## src/rtl/alide_pkg.sv

```systemverilog
// Shared constants, codes and types of the array list engine
package alide_pkg;

    localparam int CAPACITY = 64;
    localparam int IDX_W    = $clog2(CAPACITY);
    localparam int CNT_W    = $clog2(CAPACITY + 1);
    localparam int DATA_W   = 32;

    localparam logic [2:0] ACT_INSERT  = 3'd0;
    localparam logic [2:0] ACT_SORTED  = 3'd1;
    localparam logic [2:0] ACT_DELETE  = 3'd2;
    localparam logic [2:0] ACT_REVERSE = 3'd3;
    localparam logic [2:0] ACT_READ    = 3'd4;

    localparam logic [1:0] ST_OK       = 2'd0;
    localparam logic [1:0] ST_FULL     = 2'd1;
    localparam logic [1:0] ST_BADPOS   = 2'd2;
    localparam logic [1:0] ST_NOTFOUND = 2'd3;

    typedef struct packed {
        logic              we;
        logic [IDX_W-1:0]  waddr;
        logic [DATA_W-1:0] wdata;
        logic [IDX_W-1:0]  raddr;
    } t_mem_req;

endpackage

```

## src/rtl/array_list_insert_delete_engine_core.sv

```systemverilog
// Top level of the array list insert, delete, reverse and read engine
//
// One transaction at a time walks a 64-entry list through a single memory
// port pair: one read and one write per cycle. Insert at position p shifts
// the entries from p upward by one, a sorted insert shifts every entry
// greater than the new value, a delete walks the whole list and closes the
// gap behind the match, a reverse of positions lo..hi swaps pairs inward,
// a read fetches one entry, and a rejected request goes straight to done.
// The result sits in an output register, so a new transaction is taken as
// soon as the engine is back in idle even while the last result waits.
module array_list_insert_delete_engine_core
    import alide_pkg::*;
(
    input  logic                     i_clk,
    input  logic                     i_rst_n,
    input  logic                     i_valid,
    output logic                     o_stall,
    input  logic [2:0]               i_action,
    input  logic [5:0]               i_position,
    input  logic [5:0]               i_position_end,
    input  logic signed [DATA_W-1:0] i_item_value,
    output logic                     o_valid,
    input  logic                     i_stall,
    output logic [1:0]               o_status,
    output logic [CNT_W-1:0]         o_element_count,
    output logic signed [DATA_W-1:0] o_read_value,
    output logic [5:0]               o_placed_at
);

    localparam logic [3:0] S_IDLE  = 4'd0;
    localparam logic [3:0] S_UP    = 4'd1;
    localparam logic [3:0] S_PLACE = 4'd2;
    localparam logic [3:0] S_DEL   = 4'd3;
    localparam logic [3:0] S_RD    = 4'd4;
    localparam logic [3:0] S_RV_B  = 4'd5;
    localparam logic [3:0] S_RV_C  = 4'd6;
    localparam logic [3:0] S_RV_D  = 4'd7;
    localparam logic [3:0] S_RV_E  = 4'd8;
    localparam logic [3:0] S_DONE  = 4'd9;

    logic [3:0]        r_state, n_state;
    logic [CNT_W-1:0]  r_count, n_count;
    logic [IDX_W-1:0]  r_j, n_j;
    logic [IDX_W-1:0]  r_lim, n_lim;
    logic [IDX_W-1:0]  r_lo, n_lo;
    logic [IDX_W-1:0]  r_hi, n_hi;
    logic [IDX_W-1:0]  r_wa, n_wa;
    logic [IDX_W-1:0]  r_place, n_place;
    logic              r_sorted, n_sorted;
    logic              r_found, n_found;
    logic [DATA_W-1:0] r_val, n_val;
    logic [DATA_W-1:0] r_tmp, n_tmp;
    logic [1:0]        r_res_status, n_res_status;
    logic [DATA_W-1:0] r_res_rd, n_res_rd;
    logic [IDX_W-1:0]  r_res_place, n_res_place;

    logic              r_ovalid;
    logic [1:0]        r_ostatus;
    logic [CNT_W-1:0]  r_ocount;
    logic [DATA_W-1:0] r_ord;
    logic [IDX_W-1:0]  r_oplace;

    t_mem_req          mem_req;
    logic [DATA_W-1:0] rdata;
    logic              cmp_gt;
    logic              cmp_eq;
    logic              accept;
    logic              out_load;
    logic [CNT_W-1:0]  pos_ext;
    logic [CNT_W-1:0]  pend_ext;
    logic              full;
    logic [IDX_W-1:0]  lo_nx;
    logic [IDX_W-1:0]  hi_nx;
    logic              hit;
    logic              last;

    alide_ram u_ram (
        .i_clk   (i_clk),
        .i_req   (mem_req),
        .o_rdata (rdata)
    );

    assign cmp_gt   = $signed(rdata) > $signed(r_val);
    assign cmp_eq   = rdata == r_val;
    assign accept   = i_valid && (r_state == S_IDLE);
    assign out_load = (r_state == S_DONE) && (!r_ovalid || !i_stall);
    assign pos_ext  = CNT_W'(i_position);
    assign pend_ext = CNT_W'(i_position_end);
    assign full     = r_count == CNT_W'(CAPACITY);
    assign lo_nx    = r_lo + IDX_W'(1);
    assign hi_nx    = r_hi - IDX_W'(1);
    assign hit      = !r_found && cmp_eq;
    assign last     = CNT_W'(r_j) == (r_count - CNT_W'(1));

    always_comb begin
        n_state      = r_state;
        n_count      = r_count;
        n_j          = r_j;
        n_lim        = r_lim;
        n_lo         = r_lo;
        n_hi         = r_hi;
        n_wa         = r_wa;
        n_place      = r_place;
        n_sorted     = r_sorted;
        n_found      = r_found;
        n_val        = r_val;
        n_tmp        = r_tmp;
        n_res_status = r_res_status;
        n_res_rd     = r_res_rd;
        n_res_place  = r_res_place;
        mem_req      = '0;

        unique case (r_state)
            S_IDLE: begin
                if (accept) begin
                    n_val        = i_item_value;
                    n_res_status = ST_OK;
                    n_res_rd     = '0;
                    n_res_place  = '0;
                    n_state      = S_DONE;
                    case (i_action)
                        ACT_INSERT: begin
                            if (full) begin
                                n_res_status = ST_FULL;
                            end else if (pos_ext > r_count) begin
                                n_res_status = ST_BADPOS;
                            end else if (pos_ext == r_count) begin
                                n_j     = IDX_W'(i_position);
                                n_state = S_PLACE;
                            end else begin
                                mem_req.raddr = IDX_W'(r_count - CNT_W'(1));
                                n_j           = IDX_W'(r_count - CNT_W'(1));
                                n_lim         = IDX_W'(i_position);
                                n_sorted      = 1'b0;
                                n_state       = S_UP;
                            end
                        end
                        ACT_SORTED: begin
                            if (full) begin
                                n_res_status = ST_FULL;
                            end else if (r_count == '0) begin
                                n_j     = '0;
                                n_state = S_PLACE;
                            end else begin
                                mem_req.raddr = IDX_W'(r_count - CNT_W'(1));
                                n_j           = IDX_W'(r_count - CNT_W'(1));
                                n_lim         = '0;
                                n_sorted      = 1'b1;
                                n_state       = S_UP;
                            end
                        end
                        ACT_DELETE: begin
                            if (r_count == '0) begin
                                n_res_status = ST_NOTFOUND;
                            end else begin
                                mem_req.raddr = '0;
                                n_j           = '0;
                                n_found       = 1'b0;
                                n_state       = S_DEL;
                            end
                        end
                        ACT_REVERSE: begin
                            if (i_position <= i_position_end) begin
                                if (pend_ext >= r_count) begin
                                    n_res_status = ST_BADPOS;
                                end else if (i_position < i_position_end) begin
                                    mem_req.raddr = IDX_W'(i_position);
                                    n_lo          = IDX_W'(i_position);
                                    n_hi          = IDX_W'(i_position_end);
                                    n_state       = S_RV_B;
                                end
                            end
                        end
                        ACT_READ: begin
                            if (pos_ext >= r_count) begin
                                n_res_status = ST_BADPOS;
                            end else begin
                                mem_req.raddr = IDX_W'(i_position);
                                n_state       = S_RD;
                            end
                        end
                        default: begin
                            n_state = S_DONE;
                        end
                    endcase
                end
            end
            S_UP: begin
                mem_req.we    = 1'b1;
                mem_req.waddr = r_j + IDX_W'(1);
                if (!r_sorted || cmp_gt) begin
                    mem_req.wdata = rdata;
                    if (r_j == r_lim) begin
                        n_state = S_PLACE;
                    end else begin
                        mem_req.raddr = r_j - IDX_W'(1);
                        n_j           = r_j - IDX_W'(1);
                    end
                end else begin
                    mem_req.wdata = r_val;
                    n_count       = r_count + CNT_W'(1);
                    n_res_place   = r_j + IDX_W'(1);
                    n_state       = S_DONE;
                end
            end
            S_PLACE: begin
                mem_req.we    = 1'b1;
                mem_req.waddr = r_j;
                mem_req.wdata = r_val;
                n_count       = r_count + CNT_W'(1);
                n_res_place   = r_j;
                n_state       = S_DONE;
            end
            S_DEL: begin
                if (r_found) begin
                    mem_req.we    = 1'b1;
                    mem_req.waddr = r_j - IDX_W'(1);
                    mem_req.wdata = rdata;
                end
                if (hit) begin
                    n_found = 1'b1;
                    n_place = r_j;
                end
                if (last) begin
                    if (r_found || hit) begin
                        n_count     = r_count - CNT_W'(1);
                        n_res_place = hit ? r_j : r_place;
                    end else begin
                        n_res_status = ST_NOTFOUND;
                    end
                    n_state = S_DONE;
                end else begin
                    mem_req.raddr = r_j + IDX_W'(1);
                    n_j           = r_j + IDX_W'(1);
                end
            end
            S_RD: begin
                n_res_rd = rdata;
                n_state  = S_DONE;
            end
            S_RV_B: begin
                mem_req.raddr = r_hi;
                n_tmp         = rdata;
                n_state       = S_RV_C;
            end
            S_RV_C: begin
                mem_req.we    = 1'b1;
                mem_req.waddr = r_lo;
                mem_req.wdata = rdata;
                n_wa          = r_hi;
                n_lo          = lo_nx;
                n_hi          = hi_nx;
                if (lo_nx < hi_nx) begin
                    mem_req.raddr = lo_nx;
                    n_state       = S_RV_D;
                end else begin
                    n_state = S_RV_E;
                end
            end
            S_RV_D: begin
                mem_req.we    = 1'b1;
                mem_req.waddr = r_wa;
                mem_req.wdata = r_tmp;
                mem_req.raddr = r_hi;
                n_tmp         = rdata;
                n_state       = S_RV_C;
            end
            S_RV_E: begin
                mem_req.we    = 1'b1;
                mem_req.waddr = r_wa;
                mem_req.wdata = r_tmp;
                n_state       = S_DONE;
            end
            S_DONE: begin
                if (out_load) begin
                    n_state = S_IDLE;
                end
            end
            default: begin
                n_state = S_IDLE;
            end
        endcase
    end

    always_ff @(posedge i_clk) begin
        if (!i_rst_n) begin
            r_state  <= S_IDLE;
            r_count  <= '0;
            r_ovalid <= 1'b0;
        end else begin
            r_state <= n_state;
            r_count <= n_count;
            if (out_load) begin
                r_ovalid <= 1'b1;
            end else if (!i_stall) begin
                r_ovalid <= 1'b0;
            end
        end
    end

    always_ff @(posedge i_clk) begin
        r_j          <= n_j;
        r_lim        <= n_lim;
        r_lo         <= n_lo;
        r_hi         <= n_hi;
        r_wa         <= n_wa;
        r_place      <= n_place;
        r_sorted     <= n_sorted;
        r_found      <= n_found;
        r_val        <= n_val;
        r_tmp        <= n_tmp;
        r_res_status <= n_res_status;
        r_res_rd     <= n_res_rd;
        r_res_place  <= n_res_place;
        if (out_load) begin
            r_ostatus <= r_res_status;
            r_ocount  <= r_count;
            r_ord     <= r_res_rd;
            r_oplace  <= r_res_place;
        end
    end

    assign o_stall         = r_state != S_IDLE;
    assign o_valid         = r_ovalid;
    assign o_status        = r_ostatus;
    assign o_element_count = r_ocount;
    assign o_read_value    = $signed(r_ord);
    assign o_placed_at     = 6'(r_oplace);

endmodule

```

## src/rtl/alide_ram.sv

```systemverilog
// List storage: one write port, one registered read port
module alide_ram
    import alide_pkg::*;
(
    input  logic              i_clk,
    input  t_mem_req          i_req,
    output logic [DATA_W-1:0] o_rdata
);

    logic [DATA_W-1:0] r_mem [CAPACITY];
    logic [DATA_W-1:0] r_rdata;

    always_ff @(posedge i_clk) begin
        if (i_req.we) begin
            r_mem[i_req.waddr] <= i_req.wdata;
        end
        r_rdata <= r_mem[i_req.raddr];
    end

    assign o_rdata = r_rdata;

endmodule

```

## config.mk

```make
export PLATFORM = sky130hd
export DESIGN_NAME = array_list_insert_delete_engine_core
export DESIGN_NICKNAME = d
export VERILOG_FILES = /design/src/rtl/alide_pkg.sv /design/src/rtl/array_list_insert_delete_engine_core.sv /design/src/rtl/alide_ram.sv
export SDC_FILE = /design/constraint.sdc
export NUM_CORES = 2
export LEC_CHECK = 0
export CAP_MARGIN = 20
export CORE_ASPECT_RATIO = 1.75
export CORE_MARGIN = 3
export CORE_UTILIZATION = 50
export DETAILED_ROUTE_END_ITERATION = 16
export DONT_BUFFER_PORTS = 1
export PLACE_DENSITY = 0.74
export SYNTH_ARGS = -nofsm -noshare
export SYNTH_HDL_FRONTEND = slang
export SYNTH_SLANG_ARGS = --single-unit
```

## constraint.sdc

```tcl
create_clock -name i_clk -period 4.7 [get_ports i_clk]
set_input_delay 0 -clock i_clk [delete_from_list [all_inputs] [get_ports i_clk]]
set_output_delay 0 -clock i_clk [all_outputs]
set_load 0.01 [all_outputs]
```

* Word-level counts from Yosys, hierarchy flattened *
Memories as Yosys holds them, arrays and structs flattened. A register that Yosys moved wholly into a read port is not among the register bits.
Cells that the tools add are included.

word-level totals
  flip-flop bits (word level) = 201
  bits in writable memories = 2,048
  word-level logic and storage cells = 218
  memories = 1

operators by class
  add/subtract/negate cells = 6
  magnitude comparators = 7
  equal/unequal tests = 46
  multiplexer cells = 104
  reduce and logical (&&, ||, !) cells = 34

memories
  memory       depth  width  rd ports  clocked after Yosys merged registers in  write ports  RTL line         source
  u_ram.r_mem  64     32     1         1                                        1            alide_ram.sv:10  logic [DATA_W-1:0] r_mem [CAPACITY];

operator list
  kind                 count
  $mux 6               42
  $pmux 39 s5          1
  $mux 32              2
  $pmux 32 s2          1
  $mux 4               14
  $pmux 6 s4           2
  $mux 39              1
  $pmux 6 s2           3
  $pmux 6 s3           2
  $ne 2x2->1 const B   17
  $eq 32x32->1         1
  $gt 32x32->1         1
  $pmux 6 s5           1
  $pmux 4 s7           1
  $mux 2               11
  $mux 7               3
  $pmux 7 s3           1
  $pmux 4 s5           1
  $eq 4x3->1 const B   4
  $ne 3x3->1 const B   5
  $eq 6x7->1           2
  $ge 6x7->1           2
  $mux 1               14
  $add 6x1->6 const B  2
  36 further kinds     63

* Depth between registers and ports, before layout *
  depth after elaboration = 7
  depth in mapped cells = 21
  mapped depth without buffers = 17

* By module *
From an unflattened synthesis, not the netlist that was laid out.

unflattened totals
  cell total of the unflattened synthesis = 4,410
  area total of the unflattened synthesis = 89,509.6 um^2

by module, submodules not included
  module                                instances  cells each  area each (um^2)  seq. area each (um^2)
  alide_ram                             1          3,511       79,039.6          62,139.6
  array_list_insert_delete_engine_core  1          899         10,470.0          5,915.7

* Worst setup path after synthesis *
OpenSTA, ideal clock, no wires.

  path type = register to register
  from = register r_state[2]
  to = memory u_ram.r_mem[7][0], enable pin
  data arrival time = 3,838 ps
  required time = 4,279 ps
  setup slack = 441 ps
  stages on the path, launching flop included = 14
  path buffers = 3
  clock period less this slack = 4,259 ps
  cell sequence = dfxtp_1 > or2_1 > buf_2 > nor2_1 > nand2_1 > clkbuf_1 > inv_1 > clkbuf_1 > nand3_1 > nand3_1 > inv_1 > nor2_1 > nand2_1 > nor2_1

between the ends
  cells in the longest elaborated chain, start to end = 5
  elaborated cells on any way between the ends = 10

RTL lines
  element                                   RTL line                                     source
  start, declared                           array_list_insert_delete_engine_core.sv:41   logic [3:0] r_state, n_state;
  start signal, assigned                    array_list_insert_delete_engine_core.sv:291  r_state <= n_state;
  $eq 4x4->1 or $eq 4x3->1 (tied branches)  array_list_insert_delete_engine_core.sv:113  unique case (r_state)
  $reduce_or 2->1 (no line)                 n/a
  $pmux 39 s5 (*)                           array_list_insert_delete_engine_core.sv:113
  $mux 1                                    alide_ram.sv:14                              if (i_req.we) begin
  $mux 1 (not written as such)              alide_ram.sv:15                              r_mem[i_req.waddr] <= i_req.wdata;
  end, declared                             alide_ram.sv:10

Every way passes the cells marked *; elsewhere a longest branch is shown, timed or not.

* Final worst setup path *
  from = register u_ram.r_rdata[4] (netlist: u_ram.o_rdata[4]), read port of u_ram.r_mem
  to = register u_ram.r_rdata[25] (netlist: u_ram.o_rdata[25]), read port of u_ram.r_mem

between the ends
  cells in the longest elaborated chain, start to end = 4

RTL lines
  element           RTL line                                     source
  start, declared   alide_ram.sv:11                              logic [DATA_W-1:0] r_rdata;
  $gt 32x32->1      array_list_insert_delete_engine_core.sv:83   assign cmp_gt = $signed(rdata) > $signed(r_val);
  $logic_or 1x1->1  array_list_insert_delete_engine_core.sv:191  if (!r_sorted || cmp_gt) begin
  $mux 6            array_list_insert_delete_engine_core.sv:191
  $pmux 6 s5        array_list_insert_delete_engine_core.sv:113

No other way between the ends.
A chain may end at the register's enable or synchronous reset.

==> results by group <==
STA
  • Unrepaired setup endpoints after global routing: yes
  • Crit share post-route: 99.5%
  • Final Skew: 45.9 ps
  • Least-Margin Pin Slew: 1520 ps
  • Max-slew violation count: 2
  • Final Setup Violations: 0
  • Min Tclk post-route: 4670 ps
  • Worst slew margin: -1.12%
  • Fin worst setup slack: 25.6 ps
  • Final hold slack: 29.3 ps
  • Hold violation total from the final report: 0
  • Setup TNS: 0 ps
  • Max Fclk: 0.214 GHz

Routing
  • Vias: 59900
  • DRT Pass-1 Iters: 8
  • # DRC: 0
  • Iter 0 DRT Violations: 7148
  • Wire per inst: 28.5 um
  • DR vias/cell: 6.29
  • Routed Wire Length: 271000 um
  • Routed Antenna Nets: 0

Floorplan
  • Core area: 180000 sq um
  • I/O pin cnt: 100
  • Die Y: 570 um
  • Die ar.: 187000 sq um
  • # rows: 206
  • Die X: 328 um
  • Initial Util: 50.4%

Power and ir drop
  • Seq pwr share: 38.2%
  • Total leakage power: 36.8 nW
  • Combinational Power Share: 40.5%
  • Internal power: 46.3 mW
  • Clock power frac: 21.2%
  • Pwr Total: 73.4 mW
  • Pwr per Cell Area: 679 nW/um^2
  • VDD IR max: 0.000563 V
  • Psw: 27.1 mW
  • Switching portion of total power: 36.9%

Logic synthesis
  • Post-synth EDFFs: 2237
  • Top area cells in the synthesized netlist: edfxtp_1 (74%), nand2_1 (5.6%), a21oi_1 (2.7%)
  • Post-synth ARST share: 0%
  • Dominant synthesized flop cell: edfxtp_1
  • Syn Inst Count: 6406
  • Distinct cells, synth: 86
  • Syn. warnings: 0
  • Netlist Area Pre-Place: 90800 sq um
  • Avg Inst Size Synth: 14.2 sq um
  • Synth area leader: edfxtp_1
  • Synthesized Nets: 6518
  • Post-synth top area share: 74.0%
  • Seq/Total Area, Yosys: 75.0%
  • Commonest cells post-synth: edfxtp_1 (2237), nand2_1 (1351), a21oi_1 (495)
  • Count leader, synth: edfxtp_1
  • Synth Register Bits: 2281

Run
  • Max-Cap Viols: 0

Layout
  • Final core occ: 60.0%
  • Layout Nets: 7098
  • Ratio of cells with drive above 1 in the final layout: 17.8%
  • Area Overhead vs Synth: 19.1%
  • Fillers: 12700

Clock tree
  • Clk_lat worst skew: 840 ps
  • CTS Buf Count: 188
  • CTS Buffer Depth: 4
  • TritonCTS clock tree: built
  • Clock-pin slew on the worst setup and hold paths: 70 ps
  • H-tree levels: 4
  • Clock sinks: 2281
  • CTS Root Buffer Type: clkbuf_16

Place
  • Worst slack, placed: -486 ps
  • Placer congestion estimate: 1.01
  • Post-detail-place hpwl: 175000 um
  • IO Port Bufs: 0

Critical path
  • Arrival time at the worst endpoint: 5440 ps
  • Worst Setup End Kind: flip-flop
  • CP Launch Type: flip-flop
  • CP Class: reg -> reg
  • Worst Path Max Fanout: 26
  • Worst EP required: 5470 ps

GRT
  • Total grt overflow: 0
  • Gr usage total: 28.2%
  • Vias in the first global route: 60300
  • First-pass GRT wire length: 389000 um
  • Initial antenna violation count: 8
  • Largest net degree at the start of global routing: 72

Hold path
  • Hold Crit Class: in -> reg

Outcome
  • Failing checks: slew limit
  • Outcome: finished with violations
-- through the flow --
stage,area [sq um],std cells
final,108000,9522
after global routing,108000,9521
after CTS,107000,9494
after detailed placement,100000,9059
after global placement,100000,9056
after floorplan,90800,6406
-- worst paths after layout --
check	from	endpoint	slack (ps)	cells past startpoint
worst min-delay path	i_stall	o_valid$_SDFFE_PN0P_	30	3
worst max register to register	u_ram.o_rdata[4]$_DFF_P_	u_ram.o_rdata[25]$_DFF_P_	30	19
worst min register to register	r_res_rd[31]$_SDFFCE_PN0P_	o_read_value[31]$_DFFE_PP_	420	0
worst max-delay path	u_ram.o_rdata[4]$_DFF_P_	u_ram.o_rdata[25]$_DFF_P_	30	19
-- registers in the layout, indices dropped and copies added (netlist names), 7 cells and up --
signal,flops
r_val,32
o_read_value,32
o_element_count,7
r_count,7
u_ram.r_mem,2048
u_ram.o_rdata,32
r_tmp,32
r_res_rd,32
-- final cells by class --
cell class	instances	area [sq um]	share of cell area (%)
well taps	2392	2990	2.77
diodes	2	5.00	0.00463
clock buffers	249	5160	4.78
multi-input cells	3618	21500	19.9
clock inverters	83	843	0.780
repair buffers	795	9170	8.48
flip-flops and latches	2281	68100	63.0
inverters	102	383	0.354
-- cell usage in the layout (no fill, tap or decap), types with 20 or more instances in the layout --
| master | n |
|---|---|
| edfxtp_1 | 2237 |
| nand2_1 | 1351 |
| a21oi_1 | 489 |
| buf_4 | 473 |
| nand3_1 | 439 |
| a22oi_1 | 215 |
| clkbuf_16 | 199 |
| buf_12 | 198 |
| mux2i_1 | 136 |
| o22ai_1 | 118 |
| dlygate4sd3_1 | 92 |
| nand4_1 | 72 |
| a31oi_1 | 72 |
| and3_1 | 69 |
| nor2_4 | 68 |
| inv_1 | 66 |
| ha_1 | 58 |
| nor2_1 | 45 |
| clkbuf_1 | 39 |
| o21ai_0 | 37 |
| dfxtp_1 | 35 |
| o221ai_1 | 34 |
| mux4_2 | 33 |
| a222oi_1 | 32 |
| inv_2 | 30 |
| clkinv_1 | 30 |
| nor3_1 | 29 |
| a21oi_2 | 24 |
| clkinv_2 | 24 |
| a2111oi_2 | 21 |
| clkbuf_8 | 21 |
| xnor2_1 | 20 |
| xor2_1 | 20 |
-- power groups by stage --
stage / Sequential, mW / Clock (mW) / Combinational (mW)
2_1_floorplan: 28.0 / 0 / 14.3
3_3_place_gp: 28.3 / 0 / 27.0
3_5_place_dp: 28.4 / 0 / 27.7
4_1_cts: 28.0 / 15.7 / 28.4
5_1_grt: 28.1 / 16.4 / 31.3
6_report: 28.0 / 15.6 / 29.8
-- logic make-up (layout without fill, tap and decap cells) --
logic type | after synthesis | after routing | share of synthesized area [%]
adder cells (fa/ha/maj) | 61 | 61 | 0.841
AO/OA/AOI/OAI | 1170 | 1170 | 8.50
AND/OR/NAND/NOR | 2167 | 2167 | 10.3
XOR/XNOR | 44 | 44 | 0.440
multiplexers | 176 | 176 | 2.40
flip-flops | 2281 | 2281 | 75.0
other | 0 | 2 | 0
buffers and inverters | 507 | 1229 | 2.50
-- what timing repair did --
action | 4_1_cts | 5_1_grt
endpoints found under the hold margin | 172 | 0
cloned | 2 | 10
pin swaps | 10 | 15
gates resized for setup | 37 | 65
hold buffers | 92 | 0
setup buffers | 9 | 17
setup endpoints to repair | 32 | 1219
-- critical path, cell delays in order (launching register included) --
cell      delay (ps)
dfxtp_1          650
ha_1             340
nand4_1          100
a21oi_1           60
buf_4            170
o311ai_4         380
a41oi_1          200
or2_2            410
buf_4            180
a211oi_4         330
buf_12           200
buf_4            180
buf_12           140
buf_12           180
a21oi_1           60
a22oi_1          270
o22ai_2          180
nor3_1           230
buf_4            170
and3_1           140
-- metal layers --
metal	vias to the layer above	wire length, um	GRT usage, %
li1	25400	-	-
met3	1060	22200	5.14
met5	-	33	0
met4	4	21500	19.7
met2	3706	142000	50.6
met1	29800	85500	29.5
(Power assumes the default switching activity.)
